--- config.mk ---
export PLATFORM = sky130hd
export DESIGN_NAME = hb2d_cfg
export DESIGN_NICKNAME = d
export VERILOG_FILES = /design/src/hw/rtl/hb2d_pkg.sv /design/src/hw/rtl/hb2d_cfg.sv
export SDC_FILE = /design/constraint.sdc
export NUM_CORES = 1
export LEC_CHECK = 0
export BUFFER_PORTS_ARGS = -buffer_cell sky130_fd_sc_hd__buf_4
export CAP_MARGIN = 10
export CORE_MARGIN = 2
export CORE_UTILIZATION = 53
export DETAILED_ROUTE_END_ITERATION = 7
export GPL_TIMING_DRIVEN = 0
export MAX_ROUTING_LAYER = met4
export PLACE_DENSITY = 0.81
export SYNTH_ARGS = -nofsm -noshare
export SYNTH_HDL_FRONTEND = slang
export SYNTH_SLANG_ARGS = --single-unit
--- constraint.sdc ---
create_clock -name clk -period 1.48 [get_ports clk]
set_input_delay 0.074 -clock clk [delete_from_list [all_inputs] [get_ports clk]]
set_output_delay 0.074 -clock clk [all_outputs]
set_load 0.05 [all_outputs]
--- src/hw/rtl/hb2d_pkg.sv ---
`timescale 1ns / 1ps
// ----------------------------------------------------------------------------
// hb2d_pkg: shared types and constants of the 2-D histogram
// Register map, item codes, field widths and the configuration bundle.
// ----------------------------------------------------------------------------
package hb2d_pkg;

    // APB register file
    localparam int CFG_ADDR_W = 5;
    localparam int CFG_DATA_W = 32;
    localparam int REG_IDX_W  = 3;

    localparam logic [REG_IDX_W-1:0] REG_X_MIN   = 3'd0;
    localparam logic [REG_IDX_W-1:0] REG_X_MAX   = 3'd1;
    localparam logic [REG_IDX_W-1:0] REG_Y_MIN   = 3'd2;
    localparam logic [REG_IDX_W-1:0] REG_Y_MAX   = 3'd3;
    localparam logic [REG_IDX_W-1:0] REG_X_SCALE = 3'd4;
    localparam logic [REG_IDX_W-1:0] REG_Y_SCALE = 3'd5;
    localparam logic [REG_IDX_W-1:0] REG_X_WIDTH = 3'd6;
    localparam logic [REG_IDX_W-1:0] REG_Y_WIDTH = 3'd7;

    // Item codes
    localparam logic [1:0] MODE_ADD    = 2'd0;
    localparam logic [1:0] MODE_REMOVE = 2'd1;
    localparam logic [1:0] MODE_PEAK   = 2'd2;

    // Field widths
    localparam int VAL_W   = 32;
    localparam int WIDTH_W = 31;
    localparam int BIN_W   = 4;
    localparam int CNT_W   = 32;

    // Reset values of the registers
    localparam logic signed [VAL_W-1:0] X_MIN_RST   = 32'sd0;
    localparam logic signed [VAL_W-1:0] X_MAX_RST   = 32'sd65536;
    localparam logic signed [VAL_W-1:0] Y_MIN_RST   = 32'sd0;
    localparam logic signed [VAL_W-1:0] Y_MAX_RST   = 32'sd65536;
    localparam logic [VAL_W-1:0]        SCALE_RST   = 32'd1048576;
    localparam logic [WIDTH_W-1:0]      WIDTH_RST   = 31'd4096;

    typedef struct packed {
        logic signed [VAL_W-1:0] x_min;
        logic signed [VAL_W-1:0] x_max;
        logic signed [VAL_W-1:0] y_min;
        logic signed [VAL_W-1:0] y_max;
        logic [VAL_W-1:0]        x_scale;
        logic [VAL_W-1:0]        y_scale;
        logic [WIDTH_W-1:0]      x_width;
        logic [WIDTH_W-1:0]      y_width;
    } cfg_t;

endpackage

--- src/hw/rtl/hb2d_cfg.sv ---
`timescale 1ns / 1ps
// ----------------------------------------------------------------------------
// hb2d_cfg: APB register file
// Holds the box, scale and bin width registers; pready is tied high.
// ----------------------------------------------------------------------------
module hb2d_cfg
(
    input  logic                                clk,
    input  logic                                rst_n,
    input  logic                                psel,
    input  logic                                penable,
    input  logic                                pwrite,
    input  logic [hb2d_pkg::CFG_ADDR_W-1:0]     paddr,
    input  logic [hb2d_pkg::CFG_DATA_W-1:0]     pwdata,
    output logic [hb2d_pkg::CFG_DATA_W-1:0]     prdata,
    output logic                                pready,
    output hb2d_pkg::cfg_t                      cfg
);

    hb2d_pkg::cfg_t                        cfg_reg;
    hb2d_pkg::cfg_t                        cfg_next;
    logic [hb2d_pkg::REG_IDX_W-1:0]        reg_idx;
    logic                                  wr_en;

    assign pready  = 1'b1;
    assign reg_idx = paddr[hb2d_pkg::CFG_ADDR_W-1:2];
    assign wr_en   = psel && penable && pwrite;
    assign cfg     = cfg_reg;

    // Decode the write
    always_comb
    begin
        cfg_next = cfg_reg;
        if (wr_en)
        begin
            case (reg_idx)
                hb2d_pkg::REG_X_MIN:   cfg_next.x_min   = pwdata;
                hb2d_pkg::REG_X_MAX:   cfg_next.x_max   = pwdata;
                hb2d_pkg::REG_Y_MIN:   cfg_next.y_min   = pwdata;
                hb2d_pkg::REG_Y_MAX:   cfg_next.y_max   = pwdata;
                hb2d_pkg::REG_X_SCALE: cfg_next.x_scale = pwdata;
                hb2d_pkg::REG_Y_SCALE: cfg_next.y_scale = pwdata;
                hb2d_pkg::REG_X_WIDTH: cfg_next.x_width = pwdata[hb2d_pkg::WIDTH_W-1:0];
                hb2d_pkg::REG_Y_WIDTH: cfg_next.y_width = pwdata[hb2d_pkg::WIDTH_W-1:0];
                default:               cfg_next = cfg_reg;
            endcase
        end
    end

    always_ff @(posedge clk or negedge rst_n)
    begin
        if (!rst_n)
        begin
            cfg_reg.x_min   <= hb2d_pkg::X_MIN_RST;
            cfg_reg.x_max   <= hb2d_pkg::X_MAX_RST;
            cfg_reg.y_min   <= hb2d_pkg::Y_MIN_RST;
            cfg_reg.y_max   <= hb2d_pkg::Y_MAX_RST;
            cfg_reg.x_scale <= hb2d_pkg::SCALE_RST;
            cfg_reg.y_scale <= hb2d_pkg::SCALE_RST;
            cfg_reg.x_width <= hb2d_pkg::WIDTH_RST;
            cfg_reg.y_width <= hb2d_pkg::WIDTH_RST;
        end
        else
        begin
            cfg_reg <= cfg_next;
        end
    end

    // Read back
    always_comb
    begin
        case (reg_idx)
            hb2d_pkg::REG_X_MIN:   prdata = cfg_reg.x_min;
            hb2d_pkg::REG_X_MAX:   prdata = cfg_reg.x_max;
            hb2d_pkg::REG_Y_MIN:   prdata = cfg_reg.y_min;
            hb2d_pkg::REG_Y_MAX:   prdata = cfg_reg.y_max;
            hb2d_pkg::REG_X_SCALE: prdata = cfg_reg.x_scale;
            hb2d_pkg::REG_Y_SCALE: prdata = cfg_reg.y_scale;
            hb2d_pkg::REG_X_WIDTH: prdata = {1'b0, cfg_reg.x_width};
            hb2d_pkg::REG_Y_WIDTH: prdata = {1'b0, cfg_reg.y_width};
            default:               prdata = '0;
        endcase
    end

endmodule

# == Yosys cells after proc, flatten, opt, wreduce, memory -nomap -nowiden ==
# Index checks and enable logic that the tools add are counted.
# Widths: inputs -> output; s select.
# totals
ff_bits,254
latchBits,0
ramBits,0
romBits,0
in_bits,42
out_inout_bits,287
memories,0
# op_classes
add_sub_neg,0
multipliers,0
div,0
magnitude_cmp,0
n_eq_ne,7
n_shift,0
n_mux,1
bitwise,0
n_reduce_logical,11
# ops
operator,n
$pmux 32 s8,1
$reduce_and 2->1,8
$eq 3x3->1 const B,4
$eq 3x2->1 const B,2
$eq 3x1->1 const B,1
$logic_not 3->1,1
$logic_and 1x1->1,2

# == Longest topological paths before layout ==
# Gate-level depths: netlist (run 1).
# logic_depth
ltp_word,3
depth_mapped,6
depth_no_buf,3

# == Least setup slack after synthesis (run 1) ==
# No wires, ideal clock.
# synth_path
kind,flip-flop to output port
start,"register cfg_reg, in the netlist cfg[20]"
end,output port prdata[20] (netlist bit)
arrival_ps,2036
required_ps,1406
path_slack_ps,-630
stages_incl_launch_ff,4
n_path_buf,0
cell_sequence,dfrtp_1 > mux2_2 > a221oi_1 > o21ai_0
# synth_between
elab_chain_cells,1
# synth_lines
item,line_no,source
from (decl),hb2d_cfg.sv:20,hb2d_pkg::cfg_t cfg_reg;
from (signal assigned),hb2d_cfg.sv:65,cfg_reg <= cfg_next;
$pmux 32 s8,hb2d_cfg.sv:72,case (reg_idx)
to (decl),hb2d_cfg.sv:15,"output logic [hb2d_pkg::CFG_DATA_W-1:0] prdata,"
# No other way between the ends.

# == Worst setup path after layout (run 1) ==
# layout_path
start,"register cfg_reg, in the netlist cfg[193]"
end,output port prdata[3] (netlist bit)
# The elaborated chain is that of the path after synthesis.

==> results of run 1 <==
## final cells by class
class / count / area [um^2]
sequential: 254 / 6370
multi-input combinational: 543 / 5580
fill: 1355 / 4590
timing repair buffer: 449 / 3650
clock buffer: 37 / 776
buffer: 65 / 434
tap: 280 / 350
clock inverter: 14 / 126
inverter: 2 / 7.51
## final timing paths
check / startpoint / endpoint / slack (ns)
max in group asynchronous: rst_n / cfg[214] / 0.30
setup / recovery: cfg[193] / prdata[3] / -0.42
min in group clk: paddr[2] / cfg[221] / 0.12
hold reg to reg: cfg[58] / cfg[58] / 0.52
hold / removal: rst_n / cfg[47] / 0.05
setup reg to reg: cfg[189] / cfg[189] / 0.15
## layer usage
| layer | vias to the layer above | wire length (um) |
|---|---|---|
| met5 | - | 0 |
| met4 | 0 | 2180 |
| met3 | 153 | 3450 |
| met2 | 508 | 21000 |
| met1 | 5044 | 16400 |
| li1 | 4149 | - |
## per-stage QoR
step / hold slack, ns / util (%) / std cells
2_1_floorplan: -0.222 / - / 864
3_3_place_gp: 0.356 / 68.8 / 1469
3_5_place_dp: -0.0720 / 69.0 / 1471
4_1_cts: 0.0373 / 78.2 / 1627
5_1_grt: 0.0522 / 79.0 / 1644
6_report: 0.0468 / 79.0 / 1644
## timing repair
action	in CTS	in global routing
pin swaps	49	36
buffers inserted	69	17
hold endpoints to repair	384	0
gates resized for setup	58	15
hold buffers	36	0
setup endpoints to repair	32	32
## worst reg2reg max path, delay by kind of cell (launching register included)
kind	cells	cell delay (ns)
muxes	1	0.26
DFF	1	0.41
buffers and inverters	1	0.55
## kinds of logic after synthesis
kind of cell | synth area share [%]
AOI/OAI and AO/OA | 9.68
other | 0.0317
and+or+nand+nor | 4.99
muxes | 28.0
DFF | 53.8
buffers and inverters | 3.51
## report_power, final
part           leakage, nW  internal [mW]  switching [mW]
registers             3.23           8.34            1.12
logic                 4.62           4.39            7.90
clock network        0.450           4.03            2.87
## placed cells by master (no fill, tap or decap), types with 3 or more instances in the layout
cell type	count
o211ai_1	48
clkinv_2	10
a21bo_2	24
or2b_1	4
mux2_4	9
o21ai_2	3
dfrtp_1	242
nor2_2	4
mux2i_1	7
dlygate4sd3_1	35
clkbuf_2	6
nor2_1	30
mux2_2	257
a31oi_4	24
mux2_1	18
dfstp_2	6
a221oi_1	3
a22oi_1	28
or2_2	24
buf_6	37
clkbuf_1	10
dfrtp_2	6
buf_4	412
clkbuf_16	29
nand2b_1	22
buf_2	14
==> impl_metrics.csv, run 1 <==
group,metric,value,unit
grt,grt_overflow,0,
logic_synthesis,synth_fp_nets,906,
setup_path,startpoint_type,"flip-flop",
timing,fmaxAchievable,527,MHz
logic_synthesis,synth_ff_type,"dfrtp_1",
timing,rsz0062_at_grt,"yes",
grt,grt.met2_usage,59.2,%
placed_design,globalplace.congestion,0.864,
pwr,power,28.7,mW
die,row_count,54,
timing,hold_viol,0,
detailed_routing,drtPass1Iterations,5,
grt,grt_max_degree,121,
timing,worst_slew_pin_slew,0.824,ns
setup_path,cp_top_family,"compound AO/OA/AOI/OAI gates",
placed_design,pre_cts_slack,-0.461,ns
logic_synthesis,synth_area_leaders,"dfrtp_1 (52%), mux2_2 (25%), o211ai_1 (3.0%), buf_4 (2.1%), a21bo_2 (2.0%)",
timing,clock-skew-final,0,ns
outcome,violations,"setup timing",
logic_synthesis,ys_top_cells_by_count,"mux2_2 (266), dfrtp_1 (248), o211ai_1 (48), buf_4 (33), nor2_1 (30)",
pwr,p_leak,8.29,nW
logic_synthesis,yosysMostFrequentCell,"mux2_2",
setup_path,ff2ff_path_depth,2,
final_layout,antennaDiodeCount,0,
placed_design,io_buffers,325,
pwr,p_per_area,1660,nW/um^2
setup_path,max_stage_delay,0.38,ns
detailed_routing,remaining_drc_errors,0,
logic_synthesis,netlist_area,11800,um^2
logic_synthesis,ys_async_sr_fraction,100,%
logic_synthesis,yosys_register_bits,254,
run,drv_cap,0,
timing,min_period,1.90,ns
timing,setup_ws,-0.418,ns
clock_network,clock_sinks,254,
clock_network,clk_latency,0.53,ns
setup_path,crit_path_cell_trace,"mux2_4, o211ai_1, a31oi_4, buf_6",
setup_path,path_max_fanout,2,
die,die_w,153,um
grt,grt_pass1_vias,10600,
logic_synthesis,synth_top_area_share,52.5,%
die,boundaryPins,329,
grt,grt_pass1_wl,63500,um
clock_network,cts.reportedPaths.clkPinSlew,0.06,ns
clock_network,root_buffer,"clkbuf_16",
clock_network,htree_levels,1,
logic_synthesis,synth_edf_count,0,
logic_synthesis,ys_seq_area_share,53.8,%
final_layout,design_area,17300,um^2
clock_network,cts_buffer_depth,3,
grt,grt_busiest_layer,"met2",
detailed_routing,post_drt_wl_per_cell,26.2,um
grt,use_met1,44.2,%
logic_synthesis,yosys_warnings,0,
final_layout,largest_register_ff_count,254,
die,core-area,21900,um^2
detailed_routing,final_antenna_net_count,0,
pwr,ir_worst_vdd,1.34,mV
die,start_util,54.0,%
detailed_routing,wl,43000,um
logic_synthesis,synth_top_area_cell,"dfrtp_1",
timing,finalSetupViolCount,32,
placed_design,place_hpwl,27700,um
detailed_routing,viasPerCell,5.99,
logic_synthesis,syn_avg_cell_area,13.7,um^2
final_layout,nets,1385,
placed_design,placed_area,15100,um^2
timing,report.final.slew_viol_count,0,
setup_path,cp.required,1.41,ns
detailed_routing,detail_route.iter0.violations,650,
die,die_y,153,um
min_path,hp-class,"input port to asynchronous set/reset pin",
die,dieArea,23500,um^2
logic_synthesis,synthDistinctLibCells,43,
timing,fin_crit_sh,128,%
setup_path,cp-end-kind,"primary output",
clock_network,cts_made_buffers,28,
logic_synthesis,synth_cells,864,
setup_path,worstPathArrival,1.82,ns
final_layout,synthToLayoutAreaGrowth,46.3,%
timing,setup_tns,-10.74,ns
setup_path,path_buf_inv,1,
grt,grt_usage,36.5,%
timing,relSlewSlack,45.1,%
grt,use_met3,8.11,%
clock_network,cts_tree,"done",
final_layout,drive_above_1_share,66.0,%
grt,antenna_found_initial,0,
detailed_routing,vias,9854,
setup_path,critPathSlowestCell,"dfrtp_1",
setup_path,critical_path_cell_count,4,
setup_path,setup.worst_path.class,"flip-flop to primary output",
outcome,status,"finished, violations left",
Note: power is estimated with default switching activity, not from simulation.
==> run 2: changes to the inputs <==
- CORE_MARGIN: 2 -> 1
- MAX_ROUTING_LAYER: met4 -> unset
==> run 2 against run 1 <==
Against the previous run: the run still ends with setup timing left; non-clock buffer count decreased by 12; clock skew unchanged; die area decreased by 2.6%; core utilization decreased by 0.25 points; largest cell class unchanged.
==> impl_metrics.csv, run 2 (same netlist as run 1, synthesis figures left out) <==
group,metric,value,unit
final_layout,multi_input_area,5600,um^2
timing,finalSetupViolCount,32,
detailed_routing,wl,42100,um
pwr,p_per_area,1660,nW/um^2
timing,hold_viol,0,
placed_design,globalplace.congestion,0.836,
final_layout,final_common_cell,"buf_4",
final_layout,synthToLayoutAreaGrowth,45.4,%
min_path,hp-start,"paddr[2]",
setup_path,cp-end-kind,"primary output",
final_layout,nets,1371,
grt,grt_max_degree,105,
grt,grt_overflow,0,
timing,min_period,1.89,ns
grt,grt_usage,36.6,%
grt,antenna_found_initial,0,
clock_network,cts_tree,"done",
clock_network,htree_levels,1,
die,start_util,54.2,%
setup_path,worstPathArrival,1.82,ns
timing,fin_crit_sh,128,%
timing,clock-skew-final,0,ns
final_layout,final_cell_mix,"buf_4 (404), mux2_2 (257), dfrtp_1 (242)",
setup_path,cp.required,1.41,ns
die,dieArea,22900,um^2
placed_design,io_buffers,325,
final_layout,drive_above_1_share,66.0,%
setup_path,startpoint_type,"flip-flop",
die,die_y,151,um
setup_path,path_max_fanout,2,
final_layout,largest_register_ff_count,254,
final_layout,n_fill_cell,1296,
setup_path,setup.worst_path.class,"flip-flop to primary output",
outcome,violations,"setup timing",
pwr,ir_worst_vdd,1.25,mV
detailed_routing,vias,9745,
clock_network,root_buffer,"clkbuf_16",
final_layout,antennaDiodeCount,0,
pwr,power,28.5,mW
die,die_w,151,um
clock_network,cts_made_buffers,26,
timing,setup_ws,-0.414,ns
timing,report.final.slew_viol_count,0,
timing,fmaxAchievable,528,MHz
die,boundaryPins,329,
timing,rsz0062_at_grt,"yes",
setup_path,startpoint,"cfg[195]",
die,core-area,21800,um^2
pwr,p_leak,8.23,nW
final_layout,regArea,6370,um^2
timing,relSlewSlack,51.9,%
detailed_routing,detail_route.iter0.violations,550,
placed_design,placed_area,15100,um^2
die,row_count,54,
detailed_routing,final_antenna_net_count,0,
run,drv_cap,0,
detailed_routing,remaining_drc_errors,0,
placed_design,place_hpwl,27100,um
min_path,hp-class,"input port to flip-flop",
final_layout,design_area,17200,um^2
timing,worst_slew_pin_slew,0.721,ns
clock_network,clock_sinks,254,
clock_network,clk_latency,0.53,ns
setup_path,r2r-start,"cfg[46]",
outcome,status,"finished, violations left",
clock_network,cts_buffer_depth,3,
clock_network,cts.reportedPaths.clkPinSlew,0.06,ns
detailed_routing,viasPerCell,5.98,
grt,grt_pass1_wl,60800,um
detailed_routing,drtPass1Iterations,5,
detailed_routing,post_drt_wl_per_cell,25.8,um
grt,grt_pass1_vias,9848,
## run 2: cell types whose count changed in the layout (fill, tap and decap cells not counted), moves of 2 or more
| cell | previous run | this run |
|---|---|---|
| buf_4 | 412 | 404 |
| buf_6 | 37 | 35 |
| clkinv_2 | 10 | 5 |
| clkbuf_16 | 29 | 27 |
| clkbuf_1 | 10 | 7 |
| clkbuf_8 | 2 | 11 |
| clkbuf_4 | 1 | 3 |
## run 2: worst paths after layout
check | endpoint | slack [ns] | depth (start not counted)
worst max-delay path | prdata[5] | -0.41 | 4
worst min-delay path | cfg[190] | 0.11 | 4
worst max register to register | cfg[46] | 0.40 | 3
worst min register to register | cfg[58] | 0.52 | 1
max in group asynchronous | cfg[136] | 0.35 | 3
min in group asynchronous | cfg[143] | 0.14 | 2
## run 2: power by group
part	internal (mW)	switching, mW	total [mW]	leakage (nW)
Sequential	8.34	1.09	9.43	3.23
Combinational	4.31	7.88	12.2	4.55
Clock	4.05	2.80	6.84	0.450
## run 2: worst max-delay path, cell delays in order (launching register included)
cell and delay [ns]:
dfrtp_1 0.40, mux2_4 0.28, o211ai_1 0.31, a31oi_4 0.12
buf_6 0.17
## run 2: per-layer routing
layer / vias up / global-route usage [%] / wire [um]
met4: 0 / 17.3 / 1680
met1: 5018 / 47.6 / 16500
met2: 482 / 58.5 / 20600
met5: - / 0 / 0
met3: 114 / 7.59 / 3250
li1: 4131 / - / -
## run 2: cell type report
class	count	area share, %
buffer	65	2.55
clock buffer	42	4.90
clock inverter	6	0.320
inverter	2	0.0437
multi-input combinational	543	32.6
sequential	254	37.1
tap	280	2.04
timing repair buffer	437	20.5
## run 2: per-stage QoR
stage / util [%] / instances / setup TNS, ns / hold WS (ns) / setup WS, ns
2_1_floorplan: - / 864 / 0 / -0.222 / 0.000575
3_3_place_gp: 69.0 / 1469 / -466.00 / 0.356 / -1.99
3_5_place_dp: 69.3 / 1471 / -37.25 / 0.123 / -0.527
4_1_cts: 77.8 / 1611 / -11.01 / 0.0992 / -0.409
5_1_grt: 78.8 / 1629 / -12.04 / 0.140 / -0.483
6_report: 78.8 / 1629 / -10.77 / 0.110 / -0.414
## run 2: repair_timing
action                                  4_1_cts  5_1_grt
resized for setup                            51       24
hold buffers                                 34        0
hold endpoints to repair                    335        0
pin swaps                                    48       43
setup buffers                                58       18
endpoints found under the setup margin       32       62
